[src/lrpd_pkg.sv]
// ----------------------------------------------------------------------------
// lrpd_pkg: shared types and constants for the latching relay pulse driver
// Holds the item structs, the configuration register set, the phase
// encoding and the coil drive codes.
// ----------------------------------------------------------------------------
package lrpd_pkg;

  // Configuration register indexes.
  localparam int unsigned CFG_IDX_W = 2;
  localparam logic [CFG_IDX_W-1:0] CFG_ENERGIZE_TICKS = 2'd0;
  localparam logic [CFG_IDX_W-1:0] CFG_PAUSE_TICKS    = 2'd1;
  localparam logic [CFG_IDX_W-1:0] CFG_WILD_ENABLE    = 2'd2;
  localparam logic [CFG_IDX_W-1:0] CFG_WILD_PULSES    = 2'd3;
  localparam int unsigned CFG_DATA_W = 16;

  // Input command codes.
  localparam logic CMD_TICK = 1'b0;
  localparam logic CMD_SET  = 1'b1;

  // Coil drive codes: bit 1 drives the on coil, bit 0 the off coil.
  localparam logic [1:0] COIL_NONE = 2'b00;
  localparam logic [1:0] COIL_ON   = 2'b10;
  localparam logic [1:0] COIL_OFF  = 2'b01;

  localparam logic [15:0] TICKS_MAX = 16'hFFFF;

  // Sequencer phases.
  typedef enum logic [2:0] {
    PH_READY    = 3'd0,
    PH_ENERGIZE = 3'd1,
    PH_WILD_OFF = 3'd2,
    PH_WILD_ON  = 3'd3,
    PH_PAUSE    = 3'd4
  } phase_t;

  // Input item.
  typedef struct packed {
    logic command;
    logic value;
  } in_item_t;

  // Result item.
  typedef struct packed {
    logic coil_on;
    logic coil_off;
    logic busy_res;
    logic relay_value;
  } out_item_t;

  // Configuration register set.
  typedef struct packed {
    logic [15:0] energize_ticks;
    logic [15:0] pause_ticks;
    logic        wild_enable;
    logic [7:0]  wild_pulses;
  } cfg_regs_t;

endpackage

[src/latching_relay_pulse_driver.sv]
// ----------------------------------------------------------------------------
// latching_relay_pulse_driver: bistable relay coil sequencer
//
//   Channel  Direction  Handshake           Payload
//   in_      input      in_valid/in_ready   lrpd_pkg::in_item_t  (tick or set)
//   out_     output     out_valid/out_ready lrpd_pkg::out_item_t (coil state)
//   cfg_     input      cfg_we              cfg_idx, cfg_wdata
//
// One item is taken per cycle unless the output stalls; each gives one result,
// passing through the input register, then the result register.
// The sequencer state advances when an item leaves the input register, so a
// single compare and counter update set the per-item cost.
// Reset is synchronous; it clears the sequencer and all configuration.
// A stalled result holds its item; the input register still takes one more.
// ----------------------------------------------------------------------------
module latching_relay_pulse_driver (
  input  logic                                clk,
  input  logic                                rst_n,
  input  logic                                in_valid,
  output logic                                in_ready,
  input  lrpd_pkg::in_item_t                  in_data,
  output logic                                out_valid,
  input  logic                                out_ready,
  output lrpd_pkg::out_item_t                 out_data,
  input  logic                                cfg_we,
  input  logic [lrpd_pkg::CFG_IDX_W-1:0]      cfg_idx,
  input  logic [lrpd_pkg::CFG_DATA_W-1:0]     cfg_wdata
);

  lrpd_pkg::cfg_regs_t  cfg_regs;
  lrpd_pkg::in_item_t   s1_data_r;
  logic                 s1_valid_r, s1_valid_nxt;
  logic                 out_valid_r, out_valid_nxt;
  lrpd_pkg::out_item_t  out_data_r;
  lrpd_pkg::out_item_t  result;
  logic                 s1_adv;

  lrpd_cfg u_cfg (
    .clk       (clk),
    .rst_n     (rst_n),
    .cfg_we    (cfg_we),
    .cfg_idx   (cfg_idx),
    .cfg_wdata (cfg_wdata),
    .cfg_regs  (cfg_regs)
  );

  lrpd_ctrl u_ctrl (
    .clk      (clk),
    .rst_n    (rst_n),
    .step     (s1_adv),
    .item     (s1_data_r),
    .cfg_regs (cfg_regs),
    .result   (result)
  );

  // The input register moves on whenever the result register is free.
  assign s1_adv   = s1_valid_r && (!out_valid_r || out_ready);
  assign in_ready = !s1_valid_r || s1_adv;

  always_comb begin
    s1_valid_nxt  = (in_valid && in_ready) || (s1_valid_r && !s1_adv);
    out_valid_nxt = s1_adv || (out_valid_r && !out_ready);
  end

  always_ff @(posedge clk) begin
    if (!rst_n) begin
      s1_valid_r  <= 1'b0;
      out_valid_r <= 1'b0;
    end else begin
      s1_valid_r  <= s1_valid_nxt;
      out_valid_r <= out_valid_nxt;
    end
  end

  // Payload registers.
  always_ff @(posedge clk) begin
    if (in_valid && in_ready) begin
      s1_data_r <= in_data;
    end
    if (s1_adv) begin
      out_data_r <= result;
    end
  end

  assign out_valid = out_valid_r;
  assign out_data  = out_data_r;

  // A ready result never shows a driven coil.
  a_ready_coils_off: assert property (@(posedge clk) disable iff (!rst_n)
    out_valid_r && !out_data_r.busy_res |-> !out_data_r.coil_on && !out_data_r.coil_off)
    else $error("ready result with a coil driven");

  // A set always yields a busy result carrying the commanded value.
  a_set_busy: assert property (@(posedge clk) disable iff (!rst_n)
    s1_adv && s1_data_r.command |=>
      out_data_r.busy_res && (out_data_r.relay_value == $past(s1_data_r.value)))
    else $error("set did not give a busy result with its value");

  // Input is held off only while both stages are full and the output stalls.
  a_in_stall: assert property (@(posedge clk) disable iff (!rst_n)
    !in_ready |-> s1_valid_r && out_valid_r && !out_ready)
    else $error("input stalled without a full pipeline");

endmodule

[src/lrpd_cfg.sv]
// ----------------------------------------------------------------------------
// lrpd_cfg: configuration registers
// Decodes the write port and holds the four timing and mode registers.
// ----------------------------------------------------------------------------
module lrpd_cfg (
  input  logic                                clk,
  input  logic                                rst_n,
  input  logic                                cfg_we,
  input  logic [lrpd_pkg::CFG_IDX_W-1:0]      cfg_idx,
  input  logic [lrpd_pkg::CFG_DATA_W-1:0]     cfg_wdata,
  output lrpd_pkg::cfg_regs_t                 cfg_regs
);

  lrpd_pkg::cfg_regs_t regs_r;
  lrpd_pkg::cfg_regs_t regs_nxt;

  // Register write decode.
  always_comb begin
    regs_nxt = regs_r;
    if (cfg_we) begin
      unique case (cfg_idx)
        lrpd_pkg::CFG_ENERGIZE_TICKS: regs_nxt.energize_ticks = cfg_wdata;
        lrpd_pkg::CFG_PAUSE_TICKS:    regs_nxt.pause_ticks    = cfg_wdata;
        lrpd_pkg::CFG_WILD_ENABLE:    regs_nxt.wild_enable    = cfg_wdata[0];
        lrpd_pkg::CFG_WILD_PULSES:    regs_nxt.wild_pulses    = cfg_wdata[7:0];
        default: ;
      endcase
    end
  end

  always_ff @(posedge clk) begin
    if (!rst_n) begin
      regs_r <= '0;
    end else begin
      regs_r <= regs_nxt;
    end
  end

  assign cfg_regs = regs_r;

endmodule

[src/lrpd_ctrl.sv]
// ----------------------------------------------------------------------------
// lrpd_ctrl: pulse sequencer
// Holds the phase, timer and coil state and advances them by one item
// whenever step is high. The result reflects the state after the item.
// ----------------------------------------------------------------------------
module lrpd_ctrl (
  input  logic                 clk,
  input  logic                 rst_n,
  input  logic                 step,
  input  lrpd_pkg::in_item_t   item,
  input  lrpd_pkg::cfg_regs_t  cfg_regs,
  output lrpd_pkg::out_item_t  result
);

  lrpd_pkg::phase_t phase_r, phase_nxt;
  logic [15:0]      elapsed_r, elapsed_nxt;
  logic [15:0]      interval_r, interval_nxt;
  logic [7:0]       pulse_r, pulse_nxt;
  logic             wanted_r, wanted_nxt;
  logic [1:0]       coil_r, coil_nxt;
  logic [15:0]      elapsed_inc;
  logic             expired;

  // Saturating tick count and expiry compare.
  assign elapsed_inc = (elapsed_r == lrpd_pkg::TICKS_MAX) ? elapsed_r
                                                          : elapsed_r + 16'd1;
  assign expired     = (elapsed_inc >= interval_r);

  // Next state.
  always_comb begin
    phase_nxt    = phase_r;
    elapsed_nxt  = elapsed_r;
    interval_nxt = interval_r;
    pulse_nxt    = pulse_r;
    wanted_nxt   = wanted_r;
    coil_nxt     = coil_r;
    if (step) begin
      if (item.command == lrpd_pkg::CMD_SET) begin
        // A set restarts the sequence and only adds the coil it needs.
        wanted_nxt   = item.value;
        coil_nxt     = coil_r | (item.value ? lrpd_pkg::COIL_ON : lrpd_pkg::COIL_OFF);
        interval_nxt = cfg_regs.energize_ticks;
        elapsed_nxt  = '0;
        if (cfg_regs.wild_enable && item.value) begin
          pulse_nxt = '0;
          phase_nxt = lrpd_pkg::PH_WILD_OFF;
        end else begin
          phase_nxt = lrpd_pkg::PH_ENERGIZE;
        end
      end else begin
        unique case (phase_r)
          lrpd_pkg::PH_ENERGIZE: begin
            elapsed_nxt = elapsed_inc;
            if (expired) begin
              coil_nxt     = lrpd_pkg::COIL_NONE;
              interval_nxt = cfg_regs.pause_ticks;
              elapsed_nxt  = '0;
              phase_nxt    = lrpd_pkg::PH_PAUSE;
            end
          end
          lrpd_pkg::PH_WILD_OFF: begin
            elapsed_nxt = elapsed_inc;
            if (expired) begin
              coil_nxt = wanted_r ? lrpd_pkg::COIL_OFF : lrpd_pkg::COIL_ON;
              if (pulse_r < cfg_regs.wild_pulses) begin
                phase_nxt   = lrpd_pkg::PH_WILD_ON;
                elapsed_nxt = '0;
              end else begin
                coil_nxt     = lrpd_pkg::COIL_NONE;
                interval_nxt = cfg_regs.pause_ticks;
                elapsed_nxt  = '0;
                phase_nxt    = lrpd_pkg::PH_PAUSE;
              end
            end
          end
          lrpd_pkg::PH_WILD_ON: begin
            elapsed_nxt = elapsed_inc;
            if (expired) begin
              pulse_nxt   = pulse_r + 8'd1;
              coil_nxt    = wanted_r ? lrpd_pkg::COIL_ON : lrpd_pkg::COIL_OFF;
              elapsed_nxt = '0;
              phase_nxt   = lrpd_pkg::PH_WILD_OFF;
            end
          end
          lrpd_pkg::PH_PAUSE: begin
            elapsed_nxt = elapsed_inc;
            if (expired) begin
              phase_nxt = lrpd_pkg::PH_READY;
            end
          end
          default: ;
        endcase
      end
    end
  end

  // Result fields from the updated state.
  always_comb begin
    result.coil_on     = coil_nxt[1];
    result.coil_off    = coil_nxt[0];
    result.relay_value = wanted_nxt;
    unique case (phase_nxt) inside
      lrpd_pkg::PH_ENERGIZE, lrpd_pkg::PH_WILD_OFF,
      lrpd_pkg::PH_WILD_ON, lrpd_pkg::PH_PAUSE: result.busy_res = 1'b1;
      default:                                   result.busy_res = 1'b0;
    endcase
  end

  always_ff @(posedge clk) begin
    if (!rst_n) begin
      phase_r    <= lrpd_pkg::PH_READY;
      elapsed_r  <= '0;
      interval_r <= '0;
      pulse_r    <= '0;
      wanted_r   <= 1'b0;
      coil_r     <= lrpd_pkg::COIL_NONE;
    end else begin
      phase_r    <= phase_nxt;
      elapsed_r  <= elapsed_nxt;
      interval_r <= interval_nxt;
      pulse_r    <= pulse_nxt;
      wanted_r   <= wanted_nxt;
      coil_r     <= coil_nxt;
    end
  end

endmodule

[config.mk]
export PLATFORM = sky130hd
export DESIGN_NAME = latching_relay_pulse_driver
export DESIGN_NICKNAME = d
export VERILOG_FILES = /design/src/lrpd_pkg.sv /design/src/latching_relay_pulse_driver.sv /design/src/lrpd_cfg.sv /design/src/lrpd_ctrl.sv
export SDC_FILE = /design/constraint.sdc
export NUM_CORES = 1
export LEC_CHECK = 0
export ABC_CLOCK_PERIOD_IN_PS = 3750
export BUFFER_PORTS_ARGS = -buffer_cell sky130_fd_sc_hd__buf_2
export CORE_MARGIN = 3
export CORE_UTILIZATION = 35
export CTS_CLUSTER_DIAMETER = 60
export CTS_CLUSTER_SIZE = 24
export DETAILED_ROUTE_END_ITERATION = 10
export PLACE_DENSITY = 0.62
export SYNTH_ARGS = -nofsm -noshare
export SYNTH_HDL_FRONTEND = slang
export SYNTH_SLANG_ARGS = --single-unit
[constraint.sdc]
create_clock -name clk -period 3.75 [get_ports clk]
set_input_delay 1.125 -clock clk [delete_from_list [all_inputs] [get_ports clk]]
set_output_delay 1.125 -clock clk [all_outputs]
set_load 0.005 [all_outputs]
==> flow_summary.json <==
{
  "outcome": "complete, but fails checks",
  "violations": "negative setup slack",
  "hold_start": "u_cfg.cfg_regs[17]$_SDFFE_PN0P_",
  "diodes": 0,
  "cts_root_buffer": "clkbuf_16",
  "critical_path.startpoint_type": "register",
  "synth_top_area_share_pct": 36.20,
  "cts_buffers": 9,
  "fin_crit_ns": 3.760,
  "cp-end-kind": "register",
  "ys_seq_area_share_pct": 39.86,
  "fmax_mhz": 265.9,
  "slew_headroom_pct": 29.45,
  "cts_tree": "done",
  "setup_ws_ns": -0.01012,
  "finalNonFillerCells": 805,
  "finalHoldViolations": 0,
  "antenna_found_initial": 0,
  "ys_ff_latch": 95,
  "drc_errors": 0,
  "cp_num_buf_inv": 2,
  "drt-total-wl_mm": 12.12,
  "portBuffers": 30,
  "reg2reg_from": "u_ctrl.elapsed_r[3]$_SDFFE_PN0P_",
  "start_util_pct": 36.45,
  "hpwlAfterDp_mm": 8.324,
  "grt_max_degree": 47,
  "die_h_um": 124.6,
  "place_ws_ns": -0.1241,
  "drt_iter0_drc": 255,
  "arrival_ns": 3.97,
  "fin_crit_sh_pct": 100.3,
  "cp_max_fo": 4,
  "path_delay_family": "simple AND/OR/NAND/NOR gates",
  "die_area_mm2": 0.01552,
  "die_x_um": 124.6,
  "tightest_slew_ns": 1.047,
  "slew_viol_final": 0,
  "async_flop_share_pct": 0,
  "worstSetupPathType": "reg -> reg",
  "maxCapViolCount": 0,
  "min_path_type": "reg -> reg",
  "postCtsHoldBufs": 0,
  "cpPeakStageDelay_ns": 0.35,
  "vias": 4302,
  "std_cell_rows": 42,
  "finClkSkew_ns": 0.01134,
  "io_pins": 31,
  "p_leak_nw": 2.334,
  "syn-cell-area_mm2": 0.004922,
  "synth_edf_count": 6,
  "cts.sinks": 95,
  "clock_path_buffers": 2,
  "power_density_mw_per_mm2": 382.3,
  "required_ns": 3.96,
  "final_util_pct": 44.40,
  "core_area_mm2": 0.01351,
  "yosysTopAreaCell": "dfxtp_1",
  "crit_chain": "and4_4 > nand4_1 > buf_4 > nor4_4 > nor2_1 > and3_4 > xor2_1 > ha_1 > nand2_1 > nor3_2 > o311ai_2 > a31o_2 > o31a_1 > buf_4 > o31ai_4 > a21oi_2",
  "ys_warn_count": 0,
  "syn_nets": 620,
  "dp_cells": 777,
  "ant_nets": 0,
  "gp_congestion": 0.9281,
  "htree_levels": 3,
  "crit_slowest_cell": "o31a_1",
  "synthFlopType": "dfxtp_1",
  "grt_pass1_wl_mm": 20.15,
  "via_per_inst": 5.344,
  "hold_ws_ns": 0.4645,
  "dr.pass1.iters": 5,
  "syn_area_per_cell_um2": 8.635,
  "crit_top_cell": "buf_4",
  "detail_route.wl_per_cell_um": 15.06,
  "first_global_vias": 4241,
  "crit_start": "u_ctrl.elapsed_r[3]$_SDFFE_PN0P_",
  "nets": 674,
  "syn_to_final_growth_pct": 21.81,
  "clk_latency_ns": 0.36,
  "synth_cell_types": 55,
  "setup_viol": 2,
  "drive_above_1_share_pct": 22.73,
  "synthTopCellsByArea": "dfxtp_1, nand2_1, ha_1",
  "irDropWorstVdd_mv": 0.2203,
  "postSynthCellCount": 570,
  "grtUsageTotal_pct": 15.64,
  "rsz0062_at_grt": "yes",
  "grt.overflow.total": 0,
  "cts.clk_slew.worst_paths_ns": 0.07
}
==> worst register-to-register path, delay by kind of cell, from the launching register on <==
| family | cells | cell delay, ns |
|---|---|---|
| fa+ha+maj | 1 | 0.28 |
| flops | 1 | 0.34 |
| compound gates | 5 | 1.14 |
| xor+xnor | 1 | 0.14 |
| simple gates | 7 | 1.34 |
| buf+inv | 2 | 0.38 |
==> synthesized netlist by cell type (3+ instances only) <==
library cell   n
nand2_1       97
dfxtp_1       89
a21boi_0      33
inv_1         29
clkbuf_1      26
ha_1          25
nor2b_1       25
nor2_1        24
o21a_1        22
a21oi_1       21
o221a_2       16
nand3_1       15
nand4_1       12
a31oi_1       11
a32oi_1       10
mux2i_1        9
o21ai_0        9
or3_1          8
and2_1         7
edfxtp_1       6
xor2_1         6
and3_1         5
buf_2          5
nor3_1         5
or4_1          5
a41oi_1        4
and4_1         4
nand2b_1       4
mux2_2         3
nand4b_1       3
xnor2_1        3
==> state kept, by name (all words and copies together), names as in the netlist <==
name / count
u_ctrl.coil_r: 2
u_ctrl.phase_r: 3
out_valid: 1
u_ctrl.interval_r: 16
u_ctrl.elapsed_r: 16
out_data: 4
u_ctrl.wanted_r: 1
s1_data_r: 2
u_ctrl.pulse_r: 8
u_cfg.cfg_regs: 41
s1_valid_r: 1
==> layout make-up <==
type	count	area, µm²
sequential	95	1969
fill	1287	7510
timing repair buffer	74	520.5
tap	176	220.2
clock inverter	7	68.82
clock buffer	9	225.2
multi-input combinational	415	2883
inverter	29	108.9
==> repair_timing <==
item                       CTS  global route
pin swaps                    5            31
gates resized for setup      1            40
cloned                       1             0
setup endpoints to repair   26            47
buffers inserted             0            12
==> cell families (layout without fill, tap and decap cells) <==
group	Yosys count	count (layout)	synth area share, %
AND/OR/NAND/NOR	223	223	22.78
multiplexers	12	12	2.517
adder cells (fa/ha/maj)	25	25	6.355
buffers and inverters	61	119	4.779
XOR/XNOR	9	9	1.602
AO/OA/AOI/OAI	145	146	22.12
flip-flops	95	95	39.86
==> power breakdown <==
group / internal (mW) / switching (mW) / leakage [nW] / total (mW)
clock: 0.471 / 0.447 / 0.146 / 0.918
sequential: 1.05 / 0.0237 / 0.782 / 1.08
combinational: 0.134 / 0.161 / 1.41 / 0.296
==> per-layer routing <==
| layer | vias to the layer above | GRT usage, % | share of wire, % |
|---|---|---|---|
| met5 | - | 0 | 0 |
| met4 | 0 | 8.059 | 2.3 |
| met3 | 21 | 2.230 | 2.8 |
| met2 | 75 | 24.81 | 47 |
| met1 | 2055 | 20.69 | 48 |
| li1 | 2151 | - | - |
==> metrics by stage <==
stage	power [mW]	TNS (ns)	cell area [µm²]
2_1_floorplan	1.278	0	4922
3_3_place_gp	1.368	-0.03133	5444
3_5_place_dp	1.375	-0.7584	5444
4_1_cts	2.292	0	5749
5_1_grt	2.393	-1.890	5996
6_report	2.292	-0.01868	5996
==> path summary, 6_finish.rpt <==
| kind | end | slack, ns | cells past startpoint |
|---|---|---|---|
| worst max-delay path | u_ctrl.pulse_r[6]$_SDFFE_PN0P_ | -0.01 | 16 |
| worst min-delay path | u_cfg.cfg_regs[17]$_SDFFE_PN0P_ | 0.46 | 2 |
| worst max register to register | u_ctrl.pulse_r[6]$_SDFFE_PN0P_ | -0.01 | 16 |
| worst min register to register | u_cfg.cfg_regs[17]$_SDFFE_PN0P_ | 0.46 | 2 |
==> placed cells by master, fill, tap and decap left out, drive strengths merged, types with 3 or more instances in the layout <==
cell    instances
xor2            6
nor2b          25
clkbuf          9
o31a            3
nand2b          4
a21oi          21
a41oi           4
nand4b          3
nand2          97
edfxtp          6
nand4          12
mux2i           9
nor3            6
nor2           24
and2            7
ha             25
inv            34
o221a          16
or3             8
a21boi         33
a32oi          10
buf            74
o21a           22
xnor2           3
and4            4
dfxtp          89
o21ai          11
mux2            3
or4             5
a31oi          11
and3            5
nand3          15
No activity file was read; power rests on OpenSTA's default activity.
